### config.mk
export PLATFORM = sky130hd
export DESIGN_NAME = load_cell_force_conditioner
export DESIGN_NICKNAME = d
export VERILOG_FILES = /design/src/rtl/core/lcfc_pkg.sv /design/src/rtl/core/lcfc_div.sv /design/src/rtl/core/load_cell_force_conditioner.sv
export SDC_FILE = /design/constraint.sdc
export NUM_CORES = 1
export LEC_CHECK = 0
export ABC_CLOCK_PERIOD_IN_PS = 8500
export CORE_UTILIZATION = 33
export CTS_CLUSTER_DIAMETER = 120
export DETAILED_ROUTE_END_ITERATION = 8
export DONT_BUFFER_PORTS = 1
export GPL_TIMING_DRIVEN = 0
export SLEW_MARGIN = 20
export SYNTH_ARGS = -nofsm -noshare
export SYNTH_HDL_FRONTEND = slang
export SYNTH_SLANG_ARGS = --single-unit
### constraint.sdc
create_clock -name clk -period 8.5 [get_ports clk]
set_clock_uncertainty 0.15 [all_clocks]
set_input_delay 0.85 -clock clk [delete_from_list [all_inputs] [get_ports clk]]
set_output_delay 0.85 -clock clk [all_outputs]
set_load 0.01 [all_outputs]
### src/rtl/core/lcfc_pkg.sv
// Shared types and constants for the load-cell force conditioner.
// Holds field widths, command codes, state codes and the divider request.
// No dependencies.
package lcfc_pkg;

  // Field and datapath widths.
  localparam int SAMPLE_BITS   = 24;
  localparam int FRACTION_BITS = 16;
  localparam int FILT_W        = SAMPLE_BITS + FRACTION_BITS + 1;
  localparam int ALPHA_W       = 17;
  localparam int CPK_W         = 24;
  localparam int FORCE_W       = 24;
  localparam int TARED_W       = SAMPLE_BITS + 1;
  // Magnitude of tared counts times 1000 fits in TARED_W + 9 bits.
  localparam int NUM_W         = TARED_W + 9;
  localparam int PROD_W        = NUM_W + 1;
  localparam int MCNT_W        = $clog2(ALPHA_W);
  localparam int DCNT_W        = $clog2(NUM_W);
  localparam int CFG_IDX_W     = 1;
  localparam int CFG_DATA_W    = CPK_W;

  // Alpha of one in Q1.16, and the reset values of the registers.
  localparam logic [ALPHA_W-1:0] ALPHA_ONE   = ALPHA_W'(65536);
  localparam logic [ALPHA_W-1:0] ALPHA_RESET = ALPHA_W'(6554);
  localparam logic [CPK_W-1:0]   CPK_RESET   = CPK_W'(20000);

  // Force saturation limits and their magnitudes.
  localparam logic [FORCE_W-1:0] FORCE_MAX     = {1'b0, {(FORCE_W-1){1'b1}}};
  localparam logic [FORCE_W-1:0] FORCE_MIN     = {1'b1, {(FORCE_W-1){1'b0}}};
  localparam logic [NUM_W-1:0]   FORCE_MAX_MAG = NUM_W'((64'd1 << (FORCE_W-1)) - 64'd1);
  localparam logic [NUM_W-1:0]   FORCE_MIN_MAG = NUM_W'(64'd1 << (FORCE_W-1));

  // Command codes carried in the input tuser.
  typedef enum logic [1:0] {
    OP_SAMPLE   = 2'd0,
    OP_TARE     = 2'd1,
    OP_PEAK_CLR = 2'd2
  } op_t;

  // Configuration register indexes.
  typedef enum logic [CFG_IDX_W-1:0] {
    CFG_ALPHA = 1'b0,
    CFG_CPK   = 1'b1
  } cfg_idx_t;

  // Sequencer states.
  typedef enum logic [2:0] {
    ST_IDLE,
    ST_MUL,
    ST_NORM,
    ST_DIV,
    ST_OUT
  } state_t;

  // Request from the sequencer to the serial divider.
  typedef struct packed {
    logic             start;
    logic [NUM_W-1:0] num;
    logic [CPK_W-1:0] den;
  } div_req_t;

endpackage

### src/rtl/core/lcfc_div.sv
// Bit-serial restoring divider for the force calculation, one quotient bit per cycle.
// Depends on lcfc_pkg for widths and the request struct.
module lcfc_div import lcfc_pkg::*; (
  input  logic             clk,
  input  logic             rst,
  input  div_req_t         req,
  output logic             done,
  output logic [NUM_W-1:0] quot
);

  logic              busy;
  logic [DCNT_W-1:0] cnt;
  logic [CPK_W-1:0]  rem;
  logic [CPK_W-1:0]  den;
  logic [NUM_W-1:0]  qr;
  logic [CPK_W:0]    shifted;
  logic [CPK_W+1:0]  trial;
  logic              fits;

  // Bring down the next dividend bit and try to subtract the divisor.
  assign shifted = {rem, qr[NUM_W-1]};
  assign trial   = {1'b0, shifted} - {2'b00, den};
  assign fits    = ~trial[CPK_W+1];
  assign quot    = qr;

  // Control: run for NUM_W steps after a start, then pulse done.
  always_ff @(posedge clk) begin
    if (rst) begin
      busy <= 1'b0;
      done <= 1'b0;
    end else begin
      done <= 1'b0;
      if (req.start) begin
        busy <= 1'b1;
      end else if (busy && cnt == DCNT_W'(NUM_W-1)) begin
        busy <= 1'b0;
        done <= 1'b1;
      end
    end
  end

  // Datapath: the dividend shifts out at the top while quotient bits enter below.
  always_ff @(posedge clk) begin
    if (req.start) begin
      cnt <= '0;
      rem <= '0;
      den <= req.den;
      qr  <= req.num;
    end else if (busy) begin
      cnt <= cnt + 1'b1;
      rem <= fits ? trial[CPK_W-1:0] : shifted[CPK_W-1:0];
      qr  <= {qr[NUM_W-2:0], fits};
    end
  end

  // The partial remainder always stays below the divisor.
  a_rem_below_den: assert property (@(posedge clk) disable iff (rst)
    busy |-> rem < den)
    else $error("divider remainder reached the divisor");

  // A new division never starts on top of a running one.
  a_no_restart: assert property (@(posedge clk) disable iff (rst)
    req.start |-> !busy)
    else $error("divider restarted while busy");

  // Done follows the last step of a running division.
  a_done_after_busy: assert property (@(posedge clk) disable iff (rst)
    done |-> $past(busy) && !busy)
    else $error("divider done without a running division");

endmodule

### src/rtl/core/load_cell_force_conditioner.sv
// Top level of the load-cell force conditioner: EMA filter, tare, scaling and peak hold.
// Sequence: a primed sample runs a 17-step shift-add multiply, the divider start, a 34-step
// serial divide and the hand-off to the output register; the priming sample skips the
// multiply; tare and peak-reset commands go straight to the hand-off, which waits while the
// output holds an unaccepted result. Flow: a new word is taken only once the last one is
// handed off, so a new word is taken while the last result waits.
// Reset (synchronous): clears filter, tare offset, peak and force; registers to defaults.
module load_cell_force_conditioner import lcfc_pkg::*; (
  input  logic                  clk,
  input  logic                  rst,
  // Configuration write channel.
  input  logic                  cfg_valid,
  output logic                  cfg_ready,
  input  logic [CFG_IDX_W-1:0]  cfg_index,
  input  logic [CFG_DATA_W-1:0] cfg_data,
  // Input stream.
  input  logic                  s_axis_tvalid,
  output logic                  s_axis_tready,
  input  logic [23:0]           s_axis_tdata,   // [23:0] raw_sample
  input  logic [1:0]            s_axis_tuser,   // [1:0] op
  // Result stream.
  output logic                  m_axis_tvalid,
  input  logic                  m_axis_tready,
  output logic [79:0]           m_axis_tdata,   // [23:0] force_grams, [47:24] peak_grams,
                                                // [72:48] tared_counts, [79:73] zero
  output logic [1:0]            m_axis_tuser    // [0] primed, [1] rejected
);

  state_t               state, state_next;
  op_t                  op_q, op_q_next;
  logic                 rejected, rejected_next;
  logic                 primed, primed_next;
  logic [FILT_W-1:0]    filt, filt_next;
  logic [SAMPLE_BITS-1:0] tare_off, tare_off_next;
  logic [FORCE_W-1:0]   peak, peak_next;
  logic [FORCE_W-1:0]   cur_force, cur_force_next;
  logic [FILT_W-1:0]    diff, diff_next;
  logic [FILT_W:0]      acc, acc_next;
  logic [ALPHA_W-1:0]   ash, ash_next;
  logic [MCNT_W-1:0]    mcnt, mcnt_next;
  logic                 load_out;

  logic [ALPHA_W-1:0]   alpha;
  logic [CPK_W-1:0]     cpk;

  logic [FORCE_W-1:0]   out_force;
  logic [FORCE_W-1:0]   out_peak;
  logic [TARED_W-1:0]   out_tared;
  logic                 out_primed;
  logic                 out_rejected;
  logic                 m_valid;

  logic [SAMPLE_BITS-1:0] in_raw;
  logic [FILT_W-1:0]    target;
  logic [ALPHA_W-1:0]   alpha_eff;
  logic [FILT_W:0]      mul_add;
  logic [FILT_W:0]      mul_sum;
  logic [SAMPLE_BITS-1:0] int_part;
  logic [TARED_W-1:0]   tared_full;
  logic [TARED_W-1:0]   tared_now;
  logic [TARED_W-1:0]   tared_mag;
  logic [PROD_W-1:0]    prod;
  logic [FORCE_W-1:0]   sat_force;
  logic                 div_start;
  div_req_t             div_req;
  logic                 div_done;
  logic [NUM_W-1:0]     div_quot;

  // Configuration registers; always ready.
  assign cfg_ready = 1'b1;

  always_ff @(posedge clk) begin
    if (rst) begin
      alpha <= ALPHA_RESET;
      cpk   <= CPK_RESET;
    end else if (cfg_valid) begin
      unique case (cfg_idx_t'(cfg_index))
        CFG_ALPHA: alpha <= cfg_data[ALPHA_W-1:0];
        CFG_CPK:   cpk   <= cfg_data[CPK_W-1:0];
        default:   ;
      endcase
    end
  end

  // Sample as Q24.16 target, and the clamped filter weight.
  assign in_raw    = s_axis_tdata[SAMPLE_BITS-1:0];
  assign target    = {in_raw[SAMPLE_BITS-1], in_raw, {FRACTION_BITS{1'b0}}};
  assign alpha_eff = alpha[ALPHA_W-1] ? ALPHA_ONE : alpha;

  // One step of the shift-add multiply: add the difference when the alpha bit is set.
  assign mul_add = ash[0] ? {diff[FILT_W-1], diff} : '0;
  assign mul_sum = acc + mul_add;

  // Floor of the filter value minus the tare offset.
  assign int_part   = filt[FILT_W-2 -: SAMPLE_BITS];
  assign tared_full = {int_part[SAMPLE_BITS-1], int_part} - {tare_off[SAMPLE_BITS-1], tare_off};
  assign tared_now  = primed ? tared_full : '0;

  // Magnitude times 1000 as 1024 - 16 - 8.
  assign tared_mag = tared_now[TARED_W-1] ? (~tared_now + 1'b1) : tared_now;
  assign prod      = {tared_mag, 10'b0} - {6'b0, tared_mag, 4'b0} - {7'b0, tared_mag, 3'b0};

  // Divider request; a zero factor counts as one.
  assign div_req = {div_start, prod[NUM_W-1:0], ((cpk == '0) ? CPK_W'(1) : cpk)};

  lcfc_div u_div (
    .clk  (clk),
    .rst  (rst),
    .req  (div_req),
    .done (div_done),
    .quot (div_quot)
  );

  // Restore the sign and saturate the quotient to the force range.
  always_comb begin
    if (!tared_now[TARED_W-1]) begin
      sat_force = (div_quot > FORCE_MAX_MAG) ? FORCE_MAX : div_quot[FORCE_W-1:0];
    end else begin
      sat_force = (div_quot > FORCE_MIN_MAG) ? FORCE_MIN :
                  FORCE_W'(~div_quot[FORCE_W-1:0] + 1'b1);
    end
  end

  // State register and architectural state.
  always_ff @(posedge clk) begin
    if (rst) begin
      state     <= ST_IDLE;
      primed    <= 1'b0;
      filt      <= '0;
      tare_off  <= '0;
      peak      <= '0;
      cur_force <= '0;
      rejected  <= 1'b0;
    end else begin
      state     <= state_next;
      primed    <= primed_next;
      filt      <= filt_next;
      tare_off  <= tare_off_next;
      peak      <= peak_next;
      cur_force <= cur_force_next;
      rejected  <= rejected_next;
    end
  end

  // Multiply working registers and the latched command.
  always_ff @(posedge clk) begin
    op_q <= op_q_next;
    diff <= diff_next;
    acc  <= acc_next;
    ash  <= ash_next;
    mcnt <= mcnt_next;
  end

  // Next state and datapath control.
  always_comb begin
    state_next     = state;
    op_q_next      = op_q;
    rejected_next  = rejected;
    primed_next    = primed;
    filt_next      = filt;
    tare_off_next  = tare_off;
    peak_next      = peak;
    cur_force_next = cur_force;
    diff_next      = diff;
    acc_next       = acc;
    ash_next       = ash;
    mcnt_next      = mcnt;
    div_start      = 1'b0;
    load_out       = 1'b0;

    unique case (state)
      ST_IDLE: begin
        if (s_axis_tvalid) begin
          op_q_next     = op_t'(s_axis_tuser);
          rejected_next = 1'b0;
          state_next    = ST_OUT;
          unique case (op_t'(s_axis_tuser))
            OP_SAMPLE: begin
              if (!primed) begin
                filt_next   = target;
                primed_next = 1'b1;
                state_next  = ST_NORM;
              end else begin
                diff_next  = target - filt;
                acc_next   = '0;
                ash_next   = alpha_eff;
                mcnt_next  = '0;
                state_next = ST_MUL;
              end
            end
            OP_TARE: begin
              if (!primed) begin
                rejected_next = 1'b1;
              end else begin
                tare_off_next = int_part;
                peak_next     = '0;
              end
            end
            OP_PEAK_CLR: begin
              peak_next = '0;
            end
            default: ;
          endcase
        end
      end
      ST_MUL: begin
        // Low alpha bits shift the sum right; the top bit adds unshifted.
        ash_next  = ash >> 1;
        mcnt_next = mcnt + 1'b1;
        if (mcnt == MCNT_W'(ALPHA_W-1)) begin
          filt_next  = filt + mul_sum[FILT_W-1:0];
          state_next = ST_NORM;
        end else begin
          acc_next = {mul_sum[FILT_W], mul_sum[FILT_W:1]};
        end
      end
      ST_NORM: begin
        div_start  = 1'b1;
        state_next = ST_DIV;
      end
      ST_DIV: begin
        if (div_done) begin
          cur_force_next = sat_force;
          if ($signed(sat_force) > $signed(peak)) begin
            peak_next = sat_force;
          end
          state_next = ST_OUT;
        end
      end
      ST_OUT: begin
        if (!m_valid || m_axis_tready) begin
          load_out   = 1'b1;
          state_next = ST_IDLE;
        end
      end
      default: state_next = ST_IDLE;
    endcase
  end

  // Output register.
  always_ff @(posedge clk) begin
    if (rst) begin
      m_valid <= 1'b0;
    end else if (load_out) begin
      m_valid <= 1'b1;
    end else if (m_axis_tready) begin
      m_valid <= 1'b0;
    end
  end

  always_ff @(posedge clk) begin
    if (load_out) begin
      out_force    <= cur_force;
      out_peak     <= peak;
      out_tared    <= tared_now;
      out_primed   <= primed;
      out_rejected <= rejected;
    end
  end

  assign s_axis_tready = (state == ST_IDLE);
  assign m_axis_tvalid = m_valid;
  assign m_axis_tdata  = {7'b0, out_tared, out_peak, out_force};
  assign m_axis_tuser  = {out_rejected, out_primed};

  // Once primed, the filter stays primed until reset.
  a_primed_sticks: assert property (@(posedge clk) disable iff (rst)
    primed |=> primed)
    else $error("filter lost its primed state");

  // The divider only finishes while the sequencer waits for it.
  a_done_in_div: assert property (@(posedge clk) disable iff (rst)
    div_done |-> state == ST_DIV)
    else $error("divider finished outside the divide state");

  // After a sample the peak is never below the current force.
  a_peak_holds: assert property (@(posedge clk) disable iff (rst)
    (state == ST_OUT && op_q == OP_SAMPLE) |-> $signed(peak) >= $signed(cur_force))
    else $error("peak below current force after a sample");

endmodule
==> run summary <==
==================================================================================================
Status                                                                                finished, final reports clean
Relative slew margins                                                                        30.0%
Worst flop-to-flop path startpoint                                                        filt[16]
Signed area change from the synthesized netlist to the final layout                          11.5%
Number of max-cap violations                                                                     0
Number of resized instances in the post-cts repair step                                          0
Cell repeated most along the worst path                                                    o21ai_0
Detailed placer's ending HPWL                                                              60.6 mm
Most common cell in the synthesized netlist                                                nand2_1
Avg Synthesized Cell Area                                                                 8.84 um2
Max Fanout on Critical Path                                                                     10
Filler cell count in the final layout                                                         8515
Count of buffers inserted at the top-level ports                                                 0
Category of the most critical setup path                                                   reg2reg
FF-to-FF End                                                                          u_div.quot[32]
FF+latch count, synth                                                                          429
Crit start category                                                                      flip-flop
Die outline height                                                                          293 um
Width of the chip                                                                           293 um
Maximum clock path buffer count                                                                  3
Wirelength, routed                                                                         77.3 mm
PnR worst setup slack                                                                       564 ps
Number of vias after detailed routing                                                        22400
Final period demand of the worst path                                                      7940 ps
Detailed Routing Iterations Pass 1                                                               6
Number of clock buffers inserted by TritonCTS                                                   50
Storage element area                                                                     11000 um2
Post-Syn Area                                                                            27900 um2
List of most frequent post-synthesis cells                                            nand2_1, a21oi_1, edfxtp_1, ha_1, nor2_1
Data required time of the worst path                                                       8670 ps
# setup viols final                                                                              0
Peak per-stage delay on the critical path                                                   530 ps
Arrival @ worst endpoint                                                                   8110 ps
Least-Margin Pin Slew                                                                      1040 ps
Fin area                                                                                 31100 um2
Clock transition time at the flip-flop clock pins of the worst setup and hold paths          60 ps
Number of antenna violations at the first check in global routing                                0
Count of inserted antenna diode cells                                                            0
Sequential area share after synthesis                                                        39.3%
Pin count of the biggest net entering global routing                                            42
Met1 demand-to-capacity share in global routing                                              22.9%
Core outline area                                                                        83600 um2
Top cell type by total area after synthesis                                               edfxtp_1
Share of flip-flops with an asynchronous set or reset after synthesis                           0%
Standby leakage power                                                                    0.0122 uW
Flop-to-flop setup slack                                                                    560 ps
Starting Density                                                                             33.3%
Share of the cycle needed by the critical path after routing                                 93.4%
Number of stages on the worst hold path                                                          2
Top-Level Pins                                                                                 141
Global router's overall resource usage                                                       17.8%
First-pass GRT wire length                                                                  120 mm
Number of global-route vias before repair                                                    21400
Layer carrying the most global-route usage                                                    met2
Peak ir drop on the vdd network                                                           0.169 mV
Final Hold Fails                                                                                 0
Placer's final routability congestion estimate                                               0.905
Placed Instance Area                                                                     29400 um2
Total Nets Final                                                                              3521
Share of Yosys cell area claimed by the top area cell type                                   25.5%
Areal power density over the cells                                                      342 nW/um2
FMAX                                                                                     0.126 GHz
Skew-Pair Late Insertion Delay                                                              610 ps
EDFF count, synth                                                                              237
Dpl ws                                                                                      425 ps
Average wire length per cell after detail routing                                          17.8 um
Clock tree from TritonCTS                                                                      yes
Nature of the critical path endpoint                                                     flip-flop
Max Transition Viols Final                                                                       0
Number of DRC violations after detailed routing                                                  0
Cell at the root of the clock tree                                                       clkbuf_16
Top_reg_cell synth                                                                        edfxtp_1
Via/cell ratio                                                                                5.16
Total number of clock tree sinks                                                               429
H-tree levels                                                                                    2
End point of the most critical hold path                                                    cpk[5]
Iteration-0 DRC count of the detailed router                                                  1520
Cell types occupying the most area after synthesis                                    edfxtp_1, dfxtp_1, ha_1
Synth Warn #                                                                                     0
Fraction of final layout cells sized beyond drive strength 1                                 4.94%
Hold Path Origin                                                                       cfg_data[5]
Syn Inst Count                                                                                3153
Floorplan die area                                                                       85600 um2
GR Layer Usage met3                                                                          3.63%
Combined area of the multi-input logic cells                                             15500 um2
Type of the tightest min-delay check                                                        in2reg
Antenna violation net count after detailed routing                                               0
Critical-path cell with the highest stage delay                                           clkbuf_1
Unrepaired setup endpoints after global routing                                                 no
Grt total ovfl                                                                                   0
Num rows                                                                                       106
Met2 Track Usage GR                                                                          30.2%
Worst R2R Path Depth                                                                            28
Count of distinct cell types in the synthesized netlist                                         85
Post-CTS setup buffer count                                                                      0
Post-CTS Hold Buffers                                                                            0
==================================================================================================
-- critical path, delay by kind of cell, from the launching register on --
family | cells | cell delay (ps)
DFF | 1 | 410
adders and majority gates | 4 | 1530
and+or+nand+nor | 2 | 260
AOI/OAI and AO/OA | 16 | 3530
xor gates and xnor gates | 2 | 560
buffers and inverters | 4 | 1230
-- state kept, by name, indices dropped and copies added (netlist names), 24 cells and up --
signal	cells
acc	41
diff	41
filt	41
u_div.quot	34
out_tared	25
cpk	24
cur_force	24
out_force	24
out_peak	24
peak	24
tare_off	24
u_div.den	24
u_div.rem	24
-- cells in the final DEF, fill, tap and decap left out, types with 56 or more instances in the layout --
master,n
nand2_1,404
a21o_1,81
a21oi_1,306
o21ai_0,155
edfxtp_1,237
and2_1,95
xnor2_1,126
nor2_1,222
inv_1,204
xor2_1,56
ha_1,223
clkbuf_1,137
dfxtp_1,192
-- kinds of logic (layout without fill, tap and decap cells) --
group | after synthesis | after routing | synth area share, %
buffers and inverters | 366 | 468 | 5.10
AOI/OAI and AO/OA | 837 | 837 | 18.7
other | 2 | 8 | 0.0270
and+or+nand+nor | 1067 | 1067 | 18.6
xor gates and xnor gates | 182 | 182 | 5.72
muxes | 25 | 25 | 0.943
adders and majority gates | 245 | 245 | 11.6
DFF | 429 | 429 | 39.3
-- per-layer routing --
metal	wire length (um)	part of all wire [%]
met1	34900	45
met2	36300	47
met3	4310	5.6
met4	1730	2.2
met5	0	0
-- through the flow --
step | hold WS, ps | TNS, ps | util, % | power (uW) | cells
after detailed placement | 265 | 0 | 35.1 | 8390 | 4248
after global routing | 211 | 0 | 37.2 | 11500 | 4341
final | 237 | 0 | 37.2 | 10600 | 4341
after floorplan | 256 | 0 | - | 7120 | 3159
after CTS | 202 | 0 | 37.2 | 10700 | 4341
after global placement | 265 | -79040 | 35.0 | 8360 | 4239
-- power breakdown --
group / total, uW / internal, uW / leakage, uW / switching [uW]
logic: 5320 / 2120 / 0.00761 / 3200
clock network: 2220 / 1300 / 0.000847 / 924
registers: 3090 / 2760 / 0.00378 / 327
total: 10600 / 6170 / 0.0122 / 4450
-- area by class of cell --
type | count | area share, %
clock buffer | 64 | 4.64
clock inverter | 29 | 0.814
inverter | 205 | 2.48
sequential | 429 | 35.3
multi-input combinational | 2364 | 50.0
tap | 1080 | 4.35
timing repair buffer | 9 | 0.363
buffer | 161 | 2.11
-- worst max path at each step --
| stage | from | end | slack (ps) | cells after the start |
|---|---|---|---|---|
| floorplan | primed | acc[0] | 1830 | 8 |
| global placement | primed | acc[10] | -1940 | 8 |
| detailed placement | filt[16] | u_div.quot[32] | 420 | 28 |
| CTS | filt[16] | u_div.quot[32] | 380 | 28 |
| global route | filt[16] | u_div.quot[32] | 2 | 28 |
| finish | filt[16] | u_div.quot[32] | 560 | 28 |
Note: power is estimated with default switching activity, not from simulation.
